--- config.mk ---
export PLATFORM = sky130hd
export DESIGN_NAME = ima_adpcm_block_decoder
export DESIGN_NICKNAME = d
export VERILOG_FILES = /design/src/sv/imadec_pkg.sv /design/src/sv/ima_adpcm_block_decoder.sv
export SDC_FILE = /design/constraint.sdc
export NUM_CORES = 1
export LEC_CHECK = 0
export ABC_AREA = 1
export BUFFER_PORTS_ARGS = -buffer_cell sky130_fd_sc_hd__buf_2
export CAP_MARGIN = 20
export CORE_ASPECT_RATIO = 0.5
export CORE_MARGIN = 2
export CORE_UTILIZATION = 45
export DETAILED_ROUTE_END_ITERATION = 10
export SYNTH_ARGS = -nofsm -noshare
export SYNTH_HDL_FRONTEND = slang
export SYNTH_SLANG_ARGS = --single-unit
--- constraint.sdc ---
create_clock -name clk -period 7.8 [get_ports clk]
set_input_delay 1.56 -clock clk [delete_from_list [all_inputs] [get_ports clk]]
set_output_delay 1.56 -clock clk [all_outputs]
set_load 0.005 [all_outputs]
--- src/sv/imadec_pkg.sv ---
package imadec_pkg;

  typedef logic [14:0] step_t;
  typedef logic signed [4:0] idx_adj_t;

  // Position of the next header byte within a block
  typedef enum logic [1:0] {
    HDR_PRED_LO  = 2'd0,
    HDR_PRED_HI  = 2'd1,
    HDR_STEP     = 2'd2,
    HDR_RESERVED = 2'd3
  } hdr_pos_t;

  localparam logic [6:0] INDEX_MAX   = 7'd88;
  localparam logic [6:0] MAX_SAMPLES = 7'd64;

  localparam step_t STEP_TABLE [0:88] = '{
    15'd7,     15'd8,     15'd9,     15'd10,    15'd11,    15'd12,    15'd13,    15'd14,
    15'd16,    15'd17,    15'd19,    15'd21,    15'd23,    15'd25,    15'd28,    15'd31,
    15'd34,    15'd37,    15'd41,    15'd45,    15'd50,    15'd55,    15'd60,    15'd66,
    15'd73,    15'd80,    15'd88,    15'd97,    15'd107,   15'd118,   15'd130,   15'd143,
    15'd157,   15'd173,   15'd190,   15'd209,   15'd230,   15'd253,   15'd279,   15'd307,
    15'd337,   15'd371,   15'd408,   15'd449,   15'd494,   15'd544,   15'd598,   15'd658,
    15'd724,   15'd796,   15'd876,   15'd963,   15'd1060,  15'd1166,  15'd1282,  15'd1411,
    15'd1552,  15'd1707,  15'd1878,  15'd2066,  15'd2272,  15'd2499,  15'd2749,  15'd3024,
    15'd3327,  15'd3660,  15'd4026,  15'd4428,  15'd4871,  15'd5358,  15'd5894,  15'd6484,
    15'd7132,  15'd7845,  15'd8630,  15'd9493,  15'd10442, 15'd11487, 15'd12635, 15'd13899,
    15'd15289, 15'd16818, 15'd18500, 15'd20350, 15'd22385, 15'd24623, 15'd27086, 15'd29794,
    15'd32767
  };

  localparam idx_adj_t INDEX_ADJUST [0:15] = '{
    -5'sd1, -5'sd1, -5'sd1, -5'sd1, 5'sd2, 5'sd4, 5'sd6, 5'sd8,
    -5'sd1, -5'sd1, -5'sd1, -5'sd1, 5'sd2, 5'sd4, 5'sd6, 5'sd8
  };

endpackage

--- src/sv/ima_adpcm_block_decoder.sv ---
// Channel  Dir  Ports                         Transfer carries
// in       in   in_tvalid/in_tready           tdata: data_byte[7:0]; tuser: block_start
// out      out  out_tvalid/out_tready         tdata: sample[15:0]; tlast: last_of_block
// cfg      in   cfg_valid/cfg_ready           cfg_data: samples_per_block[6:0]
//
// A data byte yields one sample per nibble while the block has room left,
// and it is dropped when the block is already complete.
// Reset (rst_n low, synchronous) empties both registers, clears the decoder
// state and sets samples_per_block to 64. cfg_ready is always high.
// A stalled result holds the decode stage; the input is still taken whenever
// the held byte finishes in the same cycle.
module ima_adpcm_block_decoder (
  input  logic        clk,
  input  logic        rst_n,
  input  logic        in_tvalid,
  output logic        in_tready,
  input  logic [7:0]  in_tdata,   // [7:0] data_byte
  input  logic        in_tuser,   // [0] block_start
  output logic        out_tvalid,
  input  logic        out_tready,
  output logic [15:0] out_tdata,  // [15:0] sample
  output logic        out_tlast,
  input  logic        cfg_valid,
  output logic        cfg_ready,
  input  logic [6:0]  cfg_data
);

  // Configuration
  logic [6:0] spb_r;
  logic [6:0] limit;

  // Input hold register
  logic       hold_valid_r, hold_valid_nxt;
  logic [7:0] hold_byte_r;
  logic       hold_start_r;
  logic       phase_r, phase_nxt;

  // Decoder state
  logic [15:0]          predictor_r, predictor_nxt;
  logic [6:0]           step_index_r, step_index_nxt;
  imadec_pkg::hdr_pos_t byte_pos_r, byte_pos_nxt, pos_eff, pos_succ;
  logic [6:0]           count_r, count_nxt, cnt_eff;
  logic                 hdr_done_r, hdr_done_nxt, hdone_eff;

  // Result register
  logic        out_valid_r, out_valid_nxt;
  logic [15:0] out_sample_r, out_sample_nxt;
  logic        out_last_r, out_last_nxt;

  logic        can_go, step_go, start_eff, consume, emit, in_xfer;
  logic [3:0]  nibble;
  logic [6:0]  idx;
  imadec_pkg::step_t step;
  logic [16:0] diff;
  logic signed [17:0] sum;
  logic [15:0] sample_sat;
  logic signed [7:0]  idx_sum;
  logic [6:0]  idx_new;
  logic [6:0]  cnt_inc;

  assign cfg_ready = 1'b1;

  always_comb begin
    priority if (spb_r == 7'd0) begin
      limit = 7'd1;
    end else if (spb_r > imadec_pkg::MAX_SAMPLES) begin
      limit = imadec_pkg::MAX_SAMPLES;
    end else begin
      limit = spb_r;
    end
  end

  assign can_go    = !out_valid_r || out_tready;
  assign step_go   = hold_valid_r && can_go;
  // block_start applies once, when the low nibble / header step runs
  assign start_eff = hold_start_r && !phase_r;
  assign pos_eff   = start_eff ? imadec_pkg::HDR_PRED_LO : byte_pos_r;
  assign cnt_eff   = start_eff ? 7'd0 : count_r;
  assign hdone_eff = start_eff ? 1'b0 : hdr_done_r;
  assign cnt_inc   = cnt_eff + 7'd1;

  // Header byte sequencing
  always_comb begin
    unique case (pos_eff)
      imadec_pkg::HDR_PRED_LO:  pos_succ = imadec_pkg::HDR_PRED_HI;
      imadec_pkg::HDR_PRED_HI:  pos_succ = imadec_pkg::HDR_STEP;
      imadec_pkg::HDR_STEP:     pos_succ = imadec_pkg::HDR_RESERVED;
      imadec_pkg::HDR_RESERVED: pos_succ = imadec_pkg::HDR_PRED_LO;
      default:                  pos_succ = imadec_pkg::HDR_PRED_LO;
    endcase
  end

  // Nibble decode: step lookup, difference, saturating add, index update
  assign nibble = phase_r ? hold_byte_r[7:4] : hold_byte_r[3:0];
  assign idx    = (step_index_r > imadec_pkg::INDEX_MAX) ? imadec_pkg::INDEX_MAX
                                                         : step_index_r;
  assign step   = imadec_pkg::STEP_TABLE[idx];

  always_comb begin
    diff = {5'd0, step[14:3]};
    if (nibble[2]) diff = diff + {2'd0, step};
    if (nibble[1]) diff = diff + {3'd0, step[14:1]};
    if (nibble[0]) diff = diff + {4'd0, step[14:2]};
  end

  always_comb begin
    if (nibble[3]) begin
      sum = {{2{predictor_r[15]}}, predictor_r} - $signed({1'b0, diff});
    end else begin
      sum = {{2{predictor_r[15]}}, predictor_r} + $signed({1'b0, diff});
    end
    priority if (sum > 18'sd32767) begin
      sample_sat = 16'h7fff;
    end else if (sum < -18'sd32768) begin
      sample_sat = 16'h8000;
    end else begin
      sample_sat = sum[15:0];
    end
  end

  always_comb begin
    idx_sum = $signed({1'b0, idx}) + 8'(imadec_pkg::INDEX_ADJUST[nibble]);
    priority if (idx_sum < 8'sd0) begin
      idx_new = 7'd0;
    end else if (idx_sum > $signed({1'b0, imadec_pkg::INDEX_MAX})) begin
      idx_new = imadec_pkg::INDEX_MAX;
    end else begin
      idx_new = idx_sum[6:0];
    end
  end

  // One step of the decode stage
  always_comb begin
    predictor_nxt  = predictor_r;
    step_index_nxt = step_index_r;
    byte_pos_nxt   = byte_pos_r;
    count_nxt      = count_r;
    hdr_done_nxt   = hdr_done_r;
    phase_nxt      = phase_r;
    consume        = 1'b0;
    emit           = 1'b0;
    out_sample_nxt = out_sample_r;
    out_last_nxt   = out_last_r;

    if (step_go) begin
      count_nxt = cnt_eff;
      if (!hdone_eff) begin
        consume      = 1'b1;
        phase_nxt    = 1'b0;
        byte_pos_nxt = pos_succ;
        hdr_done_nxt = 1'b0;
        unique case (pos_eff)
          imadec_pkg::HDR_PRED_LO: begin
            predictor_nxt = {8'h00, hold_byte_r};
          end
          imadec_pkg::HDR_PRED_HI: begin
            predictor_nxt = {hold_byte_r, predictor_r[7:0]};
            if (cnt_eff < limit) begin
              emit           = 1'b1;
              out_sample_nxt = {hold_byte_r, predictor_r[7:0]};
            end
          end
          imadec_pkg::HDR_STEP: begin
            step_index_nxt = (hold_byte_r > {1'b0, imadec_pkg::INDEX_MAX})
                           ? imadec_pkg::INDEX_MAX : hold_byte_r[6:0];
          end
          imadec_pkg::HDR_RESERVED: begin
            hdr_done_nxt = 1'b1;
          end
          default: begin
            hdr_done_nxt = 1'b0;
          end
        endcase
      end else if (cnt_eff < limit) begin
        emit           = 1'b1;
        predictor_nxt  = sample_sat;
        step_index_nxt = idx_new;
        out_sample_nxt = sample_sat;
        // advance to the high nibble only while the block has room left
        if (!phase_r && (cnt_inc < limit)) begin
          phase_nxt = 1'b1;
        end else begin
          phase_nxt = 1'b0;
          consume   = 1'b1;
        end
      end else begin
        // block complete: drop the byte
        phase_nxt = 1'b0;
        consume   = 1'b1;
      end
      if (emit) begin
        count_nxt    = cnt_inc;
        out_last_nxt = (cnt_inc >= limit);
      end
    end
  end

  assign in_tready = !hold_valid_r || consume;
  assign in_xfer   = in_tvalid && in_tready;

  always_comb begin
    if (in_xfer) begin
      hold_valid_nxt = 1'b1;
    end else if (consume) begin
      hold_valid_nxt = 1'b0;
    end else begin
      hold_valid_nxt = hold_valid_r;
    end
  end

  always_comb begin
    if (emit) begin
      out_valid_nxt = 1'b1;
    end else if (out_tready) begin
      out_valid_nxt = 1'b0;
    end else begin
      out_valid_nxt = out_valid_r;
    end
  end

  always_ff @(posedge clk) begin
    if (!rst_n) begin
      spb_r        <= 7'd64;
      hold_valid_r <= 1'b0;
      phase_r      <= 1'b0;
      predictor_r  <= 16'd0;
      step_index_r <= 7'd0;
      byte_pos_r   <= imadec_pkg::HDR_PRED_LO;
      count_r      <= 7'd0;
      hdr_done_r   <= 1'b0;
      out_valid_r  <= 1'b0;
    end else begin
      if (cfg_valid && cfg_ready) begin
        spb_r <= cfg_data;
      end
      hold_valid_r <= hold_valid_nxt;
      phase_r      <= phase_nxt;
      predictor_r  <= predictor_nxt;
      step_index_r <= step_index_nxt;
      byte_pos_r   <= byte_pos_nxt;
      count_r      <= count_nxt;
      hdr_done_r   <= hdr_done_nxt;
      out_valid_r  <= out_valid_nxt;
    end
  end

  // Payload registers
  always_ff @(posedge clk) begin
    if (in_xfer) begin
      hold_byte_r  <= in_tdata;
      hold_start_r <= in_tuser;
    end
    if (emit) begin
      out_sample_r <= out_sample_nxt;
      out_last_r   <= out_last_nxt;
    end
  end

  assign out_tvalid = out_valid_r;
  assign out_tdata  = out_sample_r;
  assign out_tlast  = out_last_r;

endmodule

======== Word level (Yosys, flattened, before mapping) ========
Memories as Yosys holds them, arrays and structs flattened.
Cells that the tools add are included.
word-level totals
  register bits ........................... 69
  memory bits (read-only) ................. 2000
  input port bits ......................... 21
  output and inout bits ................... 20
  word-level logic and storage cells ...... 114
  memories kept ........................... 2
memories
  memory            depth  bits a word  rd ports  clocked after Yosys merged registers in  wr ports  line                            RTL
  (name not given)  128    15           1         0                                        0         ima_adpcm_block_decoder.sv:97   assign step = imadec_pkg::STEP_TABLE[idx];
  (name not given)  16     5            1         0                                        0         ima_adpcm_block_decoder.sv:122  idx_sum = $signed({1'b0, idx}) + 8'(imadec_pkg::INDEX_ADJUST[nibble]);
cells by class
  add/sub/neg operators ................... 7
  order comparisons ....................... 12
  eq/ne operators ......................... 5
  mux-type cells .......................... 48
  bitwise operators ....................... 3
  reduce and logical (&&, ||, !) cells .... 23
operator list
  kind                  number
  $mux 16               8
  $mux 7                11
  $mux 17               2
  $pmux 16 s2           1
  $mux 15               2
  $add 18x17->18        1
  $gt 18x16->1 const B  1
  $lt 18x16->1 const B  1
  $mux 1                18
  $mux 18               1
  $sub 18x17->18        1
  $add 17x13->17        1
  $add 17x14->17        1
  $add 12x15->16        1
  $gt 7x7->1 const B    2
  $lt 7x7->1            2
  $mux 5                2
  $reduce_bool 2->1     5
  $reduce_and 3->1      3
  $add 8x5->8           1
  $ge 8x8->1 const B    1
  $gt 8x7->1 const B    1
  $gt 8x8->1 const B    1
  $lt 8x1->1 const B    1
  other kinds (21)      29

======== Depth between registers and ports, before layout ========
Gate-level depths: netlist of the first run.
  depth in word-level cells ............... 19
  gate-level depth with buffers ........... 71
  depth with buffers taken out ............ 69

======== Worst setup path after synthesis of the first run ========
No wires, ideal clock.
  path kind ............................... flip-flop to flip-flop
  from .................................... reg step_index_r[5]
  to ...................................... reg out_sample_r[5] (netlist: out_tdata[5]), data pin
  setup time .............................. 268 ps
  data arrival time ....................... 8293 ps
  data required time ...................... 7532 ps
  path slack .............................. -761 ps
  cell stages (with the launch flop) ...... 59
  path buffers ............................ 2
  clock period less this slack ............ 8561 ps
  cells stage by stage .................... dfxtp_1 inv_2 a21oi_4 nand2_4 buf_12 nand2_2 ha_1 inv_1 ha_1 nand2_1 o211ai_1 a21oi_1 o31ai_1 inv_1 ha_1 a21oi_1 nor2_1 nor2_1 [23 not listed] nand3_1 o21bai_4 o21ai_0 xor2_1 ha_1 inv_1 nor3_1 inv_1 nor4_1 nand4_1 nand3_1 xor2_1 inv_1 nand3_2 nand2_2 nand3_4 buf_4 o211ai_1
between the ends
  longest elaborated chain between the ends .. 19
  elaborated cells between the ends (all ways) .. 21
  those cells by class .................... add/sub (5); order compare (3); mux (11); bitwise (1); memory (1)
RTL lines
  element                                                  line                                                            RTL
  from (decl)                                              ima_adpcm_block_decoder.sv:40                                   logic [6:0] step_index_r, step_index_nxt;
  from (signal assigned)                                   ima_adpcm_block_decoder.sv:239                                  step_index_r <= step_index_nxt;
  $gt 7x7->1                                               ima_adpcm_block_decoder.sv:95                                   assign idx = (step_index_r > imadec_pkg::INDEX_MAX) ? imadec_pkg::INDEX_MAX
  $mux 7 *                                                 ima_adpcm_block_decoder.sv:95
  $not 7->8 (implied by the code) *                        ima_adpcm_block_decoder.sv:97
  $mem_v2 128x15 *                                         n/a
  $mux 15 (implied by the code) * (2 in series)            ima_adpcm_block_decoder.sv:97
  $add 12x15->16                                           ima_adpcm_block_decoder.sv:101                                  if (nibble[2]) diff = diff + {2'd0, step};
  $mux 16                                                  ima_adpcm_block_decoder.sv:101
  $add 17x14->17                                           ima_adpcm_block_decoder.sv:102                                  if (nibble[1]) diff = diff + {3'd0, step[14:1]};
  [2 not listed]                                           n/a
  $mux 17 *                                                ima_adpcm_block_decoder.sv:103                                  if (nibble[0]) diff = diff + {4'd0, step[14:2]};
  $add 18x17->18 / $sub 18x17->18 (equally long branches)  ima_adpcm_block_decoder.sv:110, ima_adpcm_block_decoder.sv:108
  $mux 18 *                                                ima_adpcm_block_decoder.sv:107                                  if (nibble[3]) begin
  $lt 18x16->1                                             ima_adpcm_block_decoder.sv:114                                  end else if (sum < -18'sd32768) begin
  $mux 16                                                  ima_adpcm_block_decoder.sv:114
  $mux 16 *                                                ima_adpcm_block_decoder.sv:112                                  priority if (sum > 18'sd32767) begin
  $mux 16 *                                                ima_adpcm_block_decoder.sv:174                                  end else if (cnt_eff < limit) begin
  $mux 16 *                                                ima_adpcm_block_decoder.sv:147                                  if (!hdone_eff) begin
  to (signal assigned)                                     ima_adpcm_block_decoder.sv:254                                  out_sample_r <= out_sample_nxt;
  to (decl)                                                ima_adpcm_block_decoder.sv:47                                   logic [15:0] out_sample_r, out_sample_nxt;
Every way passes the cells marked *; elsewhere a longest branch is shown, timed or not. The select of a mux whose other input is x is not followed.
A chain may end at the register's enable or synchronous reset.

======== Worst setup path in the final report of the first run ========
  from .................................... reg step_index_r[5]
  to ...................................... reg out_sample_r[0] (netlist: out_tdata[0]), data pin
Same word-level chain as after synthesis.

==> summary.md, run 1 <==
| Metric | Value |
|---|---|
| Status | finished, violations left |
| Violated checks | setup timing |
| DR iter-0 viols | between 1000 and 1500 |
| Initial Utilization | 0.463 |
| CTS Hold Bufs | 0 |
| WP data arrival | 8670 ps |
| Die Area | 22600 µm² |
| Pre-antenna DRT Iters | 6 |
| Period utilization | 1.09 |
| Overall Power | 2.65 mW |
| CP Buf/Inv Count | 8 |
| Flops & latches, synth | between 60 and 70 |
| Power density over the cells | about 190 nW/µm² |
| Placer congestion estimate | 0.968 |
| GRT overflow | 0 |
| Net count after synthesis | 1646 |
| Max_cap viols | 0 |
| Net Sw Frac | 0.431 |
| Slew Limit Fails | 0 |
| Crit path capture | out_tdata[0] |
| FF-to-FF path depth | between 50 and 60 |
| Core Area | 20700 µm² |
| Final Hold Fails | 0 |
| H-tree depth | 3 |
| Vias in the first global route | 11200 |
| Mean Syn Cell Area | 6.32 µm² |
| DP HPWL | 28.0 mm |
| CTS max path bufs | 2 |
| Crit path depth | 55 |
| Crit Path Category | reg -> reg |
| Crit-path most repeated cell | nand2_1 |
| # diodes | 0 |
| RSZ-0062 raised after global routing | true |
| Internal | 1.51 mW |
| Synth Cell Area | 9610 µm² |
| Slowest stage delay, CP | 380 ps |
| Die W | approximately 210 µm |
| Wire per inst | 16.7 µm |
| P&R area growth vs syn | 46.6% |
| Fin worst setup slack | -718 ps |
| Final ANT Viol Nets | 0 |
| Crit path max-delay family | simple AND/OR/NAND/NOR gates |
| Pre-CTS setup slack | -875 ps |
| Inserted Clock Buffers | 9 |
| Proportion of layout cells with a drive suffix above 1 | 0.352 |
| Fin nets | 2005 |
| Critical Path RT | 7960 ps |
| Insertion delay of the later-clocked pin in the worst-skew pair | 340 ps |
| Via Count | 11700 |
| Register area share after synthesis | 0.171 |
| Worst Setup SP | step_index_r[5] |
| Slowest CP cell | dfxtp_2 |
| # IOs | 41 |
| Reg power frac | 0.157 |
| Cell count after synthesis | 1520 |
| Crit path capture type | flip-flop |
| Final WL | 36.0 mm |
| Static Leak | 7.16 nW |
| CTS tree | built |
| Asr flop ratio synth | 0 |
| Synth Flop Type | dfxtp_1 |
| Fmax | 117 MHz |
| # clock sinks | 69 |
| First-pass GRT wire length | 56.9 mm |
| Synth warnings | 0 |
| Antenna violations before repair | 0 |
| Drt via density | 5.40 |
| Synth cell types | 55 |
| Worst hold margin | 463 ps |
| Reg2reg end | out_tdata[0] |
| Reg2reg start | step_index_r[5] |
| Clock skew | 6.61 ps |
| Peak supply drop | approximately 260 µV |
| Worst slew margin | 0.308 |
| Endpoints failing setup | 32 |
| CP Launch Type | flip-flop |
| Commonest non-fill, non-tap cell in the layout | buf_4 |
| Clock transition at path regs | ~60 ps |
| Most frequent cells in the layout | 340 x buf_4, 337 x nand2_1, 180 x inv_1, 143 x nand3_1, 106 x a21oi_1 |
| Min-delay worst type | reg -> reg |
| Clk network pwr share | 0.169 |
| Sw power | 1.14 mW |
| Post-layout minimum cycle time | 8520 ps |
| Remaining DRCs | 0 |
| Critical path peak fanout | 7 |
| Die H | 107 µm |
| Total global-route track usage | 0.317 |
| FP Rows | 37 |
| Post-synth EDFFs | 26 |
| Core Util, Final | 0.679 |
| Logic pwr share | 0.673 |
| Root buf cell | clkbuf_16 |
| Largest net degree at the start of global routing | 32 |
| R2R Setup Slk | -720 ps |
| Tightest Pin Transition | 1040 ps |
| Port Buffer Count | 39 |
==> worst min path at each step <==
stage | start | to | slack (ps) | depth (start not counted)
2_1_floorplan | hdr_done_r | hdr_done_r | 440 | 2
3_5_place_dp | count_r[2] | count_r[2] | 460 | 2
3_3_place_gp | hdr_done_r | hdr_done_r | 450 | 2
6_report | count_r[2] | count_r[2] | 460 | 2
4_1_cts | count_r[2] | count_r[2] | 470 | 2
5_1_grt | count_r[2] | count_r[2] | 480 | 2
==> repair_timing <==
item	in CTS	in global routing
buffers inserted	39	9
resized for setup	91	84
setup endpoints to repair	32	32
cloned	1	1
pin swaps	82	60
==> metrics by stage <==
step / instance area, µm² / TNS [ps] / instances
floorplan: 9990 / 0 / 1520
global placement: 12600 / -20960 / 2090
detailed placement: 12600 / -26180 / 2090
CTS: 13600 / -12910 / 2146
global route: 14100 / -37980 / 2157
finish: 14100 / -21500 / 2157
==> layout make-up <==
cell class	instances	area, µm²
inverters	214	832
multi-input cells	1192	7970
well taps	273	342
repair buffers	393	2980
clock buffers	9	225
clock inverters	7	98.8
fillers	1809	6650
flip-flops and latches	69	1650
==> worst register-to-register path: cells and delay by family, from the launching register on <==
family | cells | cell delay, ps
xor gates and xnor gates | 5 | 880
buffers and inverters | 8 | 960
AOI/OAI and AO/OA | 7 | 1000
and+or+nand+nor | 29 | 3520
DFF | 1 | 380
adders and majority gates | 6 | 1630
==> per-layer routing <==
metal  up-vias  GRT usage  routed length, µm
li1       5766          -                  -
met4         0     0.0734                689
met5         -          0                  0
met3        56     0.0493               2710
met2       398      0.504              15400
met1      5430      0.452              17300
==> logic make-up after synthesis <==
family | after synthesis | synth area share
adder cells (fa/ha/maj) | 105 | 0.141
AND/OR/NAND/NOR | 742 | 0.350
buffers and inverters | 260 | 0.112
other | 1 | 0.000390
AO/OA/AOI/OAI | 279 | 0.167
flip-flops | 69 | 0.171
XOR/XNOR | 64 | 0.0591
==> synthesized netlist by cell type (6+ instances only) <==
cell type / number / area [µm²]
nand3_1: 162 / 811
ha_1: 100 / 1250
xnor2_1: 16 / 140
clkbuf_1: 20 / 75.1
nor3_1: 11 / 55.1
clkinv_1: 6 / 22.5
a31oi_1: 9 / 56.3
nand2_1: 370 / 1390
o211ai_1: 15 / 113
or2_2: 12 / 75.1
o21ai_0: 77 / 385
edfxtp_1: 26 / 781
nand2_2: 12 / 75.1
and2_1: 9 / 56.3
nor2_1: 108 / 405
a221oi_1: 7 / 61.3
nor4_1: 6 / 37.5
a21o_1: 6 / 45.0
o21bai_1: 9 / 67.6
inv_1: 200 / 751
nand3_2: 19 / 190
dfxtp_1: 43 / 861
nand3b_1: 6 / 45.0
inv_2: 8 / 30.0
buf_2: 11 / 55.1
nand4_1: 14 / 87.6
buf_6: 6 / 67.6
xor2_1: 47 / 412
a21oi_1: 128 / 641
==> state kept, by name, summed over array words and instances, names as in the netlist <==
signal        flops
out_tdata        16
predictor_r      16
hold_byte_r       8
count_r           7
spb_r             7
step_index_r      7
byte_pos_r        2
hdr_done_r        1
hold_start_r      1
hold_valid_r      1
out_tlast         1
out_tvalid        1
phase_r           1
==> power groups by stage <==
stage	Combinational [mW]	Sequential [mW]	Clock, mW
after CTS	1.69	0.417	0.453
after floorplan	0.916	0.417	0
final	1.79	0.418	0.449
after detailed placement	1.54	0.424	0
after global routing	1.96	0.420	0.464
after global placement	1.52	0.424	0
(Power assumes the default switching activity.)
==> inputs of run 2 (changes only) <==
--- a/config.mk
+++ b/config.mk
@@ -9,3 +9,2 @@
 export BUFFER_PORTS_ARGS = -buffer_cell sky130_fd_sc_hd__buf_2
-export CAP_MARGIN = 20
 export CORE_ASPECT_RATIO = 0.5
==> constraint.sdc (replaced) <==
create_clock -name clk -period 7.8 [get_ports clk]
set_input_delay 2.34 -clock clk [delete_from_list [all_inputs] [get_ports clk]]
set_output_delay 2.34 -clock clk [all_outputs]
set_load 0.005 [all_outputs]
==> summary.md, run 2 (synthesized netlist as in run 1, its figures left out) <==
| Metric | Value |
|---|---|
| Max_cap viols | 0 |
| Fin nets | 2005 |
| Status | finished, violations left |
| Pre-antenna DRT Iters | 6 |
| Fmax | 117 MHz |
| Remaining DRCs | 0 |
| H-tree depth | 3 |
| Period utilization | 1.09 |
| Fillers | 1809 |
| Root buf cell | clkbuf_16 |
| Core Area | 20700 µm² |
| Slowest CP cell | fa_2 |
| Drt via density | 5.44 |
| Slowest stage delay, CP | 400 ps |
| Min-delay worst type | reg -> reg |
| Placed Instances | roughly 2100 |
| Proportion of layout cells with a drive suffix above 1 | 0.354 |
| Initial Utilization | 0.463 |
| Final Hold Fails | 0 |
| Worst slew margin | 0.281 |
| Die Area | 22600 µm² |
| Tightest Pin Transition | 1080 ps |
| Largest net degree at the start of global routing | 32 |
| Clock transition at path regs | about 60 ps |
| Peak supply drop | roughly 260 µV |
| Total global-route track usage | 0.317 |
| Overall Power | 2.65 mW |
| Worst hold margin | around 460 ps |
| Crit path max-delay family | simple AND/OR/NAND/NOR gates |
| # IOs | approximately 40 |
| Crit-path most repeated cell | nand2_1 |
| Register Area | 1650 µm² |
| Insertion delay of the later-clocked pin in the worst-skew pair | 340 ps |
| Design area | 14100 µm² |
| Critical path peak fanout | 7 |
| Commonest non-fill, non-tap cell in the layout | buf_4 |
| Core Util, Final | 0.679 |
| WP data arrival | 8670 ps |
| CP Buf/Inv Count | 7 |
| Vias in the first global route | 11200 |
| CTS max path bufs | 2 |
| # diodes | 0 |
| Fin worst setup slack | -718 ps |
| Wire per inst | 16.6 µm |
| Endpoints failing setup | 32 |
| # clock sinks | 69 |
| Die W | 211 µm |
| DR iter-0 viols | around 1200 |
| Clock skew | 7.22 ps |
| First-pass GRT wire length | 56.9 mm |
| Inserted Clock Buffers | 9 |
| RSZ-0062 raised after global routing | true |
| Antenna violations before repair | 0 |
| Violated checks | setup timing |
| Port Buffer Count | 39 |
| Crit path capture type | flip-flop |
| Placed Area | ~13000 µm² |
| Final WL | approximately 36 mm |
| Static Leak | slightly above 7 nW |
| CTS tree | built |
| FP Rows | 37 |
| P&R area growth vs syn | 46.6% |
| Multi-input logic area | 7980 µm² |
| Final ANT Viol Nets | 0 |
| CTS Hold Bufs | 0 |
| Slew Limit Fails | 0 |
| Via Count | approximately 12000 |
| DP HPWL | 28.0 mm |
| Post-layout minimum cycle time | 8520 ps |
| GRT overflow | 0 |
| CP Launch Type | flip-flop |
| Crit Path Category | reg -> reg |
| Die H | 107 µm |
| Placer congestion estimate | around 0.97 |
| Power density over the cells | between 150 and 200 nW/µm² |
| Non-Filler Instances | 2157 |
| Most frequent cells in the layout | 340 x buf_4, 336 x nand2_1, 180 x inv_1, 139 x nand3_1, 106 x a21oi_1 |
| Critical Path RT | 7950 ps |
run 2: routing by layer:
metal	wire [µm]	GRT usage	up-vias	share of wire
met5	0	0	-	0
met4	658	0.0734	0	0.018
met3	2790	0.0493	56	0.078
met2	15400	0.504	427	0.43
met1	17000	0.452	5488	0.47
li1	-	-	5762	-
run 2: what timing repair did:
action / 4_1_cts / 5_1_grt
gates resized for setup: 91 / 88
endpoints found under the setup margin: 32 / 32
pin swaps: 82 / 75
cloned: 1 / 1
setup buffers: 39 / 10
hold endpoints to repair: 0 / 0
run 2: worst paths after layout:
check | from | to | slack (ps) | depth (start not counted)
hold reg to reg | count_r[2] | count_r[2] | 460 | 2
setup / recovery | step_index_r[4] | out_tdata[0] | -720 | 55
hold / removal | count_r[2] | count_r[2] | 460 | 2
setup reg to reg | step_index_r[4] | out_tdata[0] | -720 | 55
run 2: through the flow:
step / setup TNS [ps] / setup WS [ps]
final: -21560 / -718
after global routing: -38370 / -1250
after CTS: -12910 / -448
after detailed placement: -26180 / -875
after global placement: -20960 / -726
after floorplan: 0 / 3.38
run 2: cell type report:
cell class,count,area share
multi-input combinational,1192,0.566
clock inverter,7,0.00702
inverter,214,0.0591
timing repair buffer,393,0.210
tap,273,0.0242
clock buffer,9,0.0160
sequential,69,0.117
run 2: worst reg2reg max path: cells and delay by family (launching register included):
kind	cells	cell delay, ps
XOR/XNOR	5	890
AND/OR/NAND/NOR	30	3500
flip-flops	1	350
adder cells (fa/ha/maj)	6	1670
buffers and inverters	7	880
AO/OA/AOI/OAI	7	1020
run 2: power breakdown:
part	internal, mW	switching [mW]	total (mW)
Combinational	0.825	0.956	1.78
Sequential	0.398	0.0190	0.417
Clock	0.281	0.166	0.447
Total	1.51	1.14	2.65
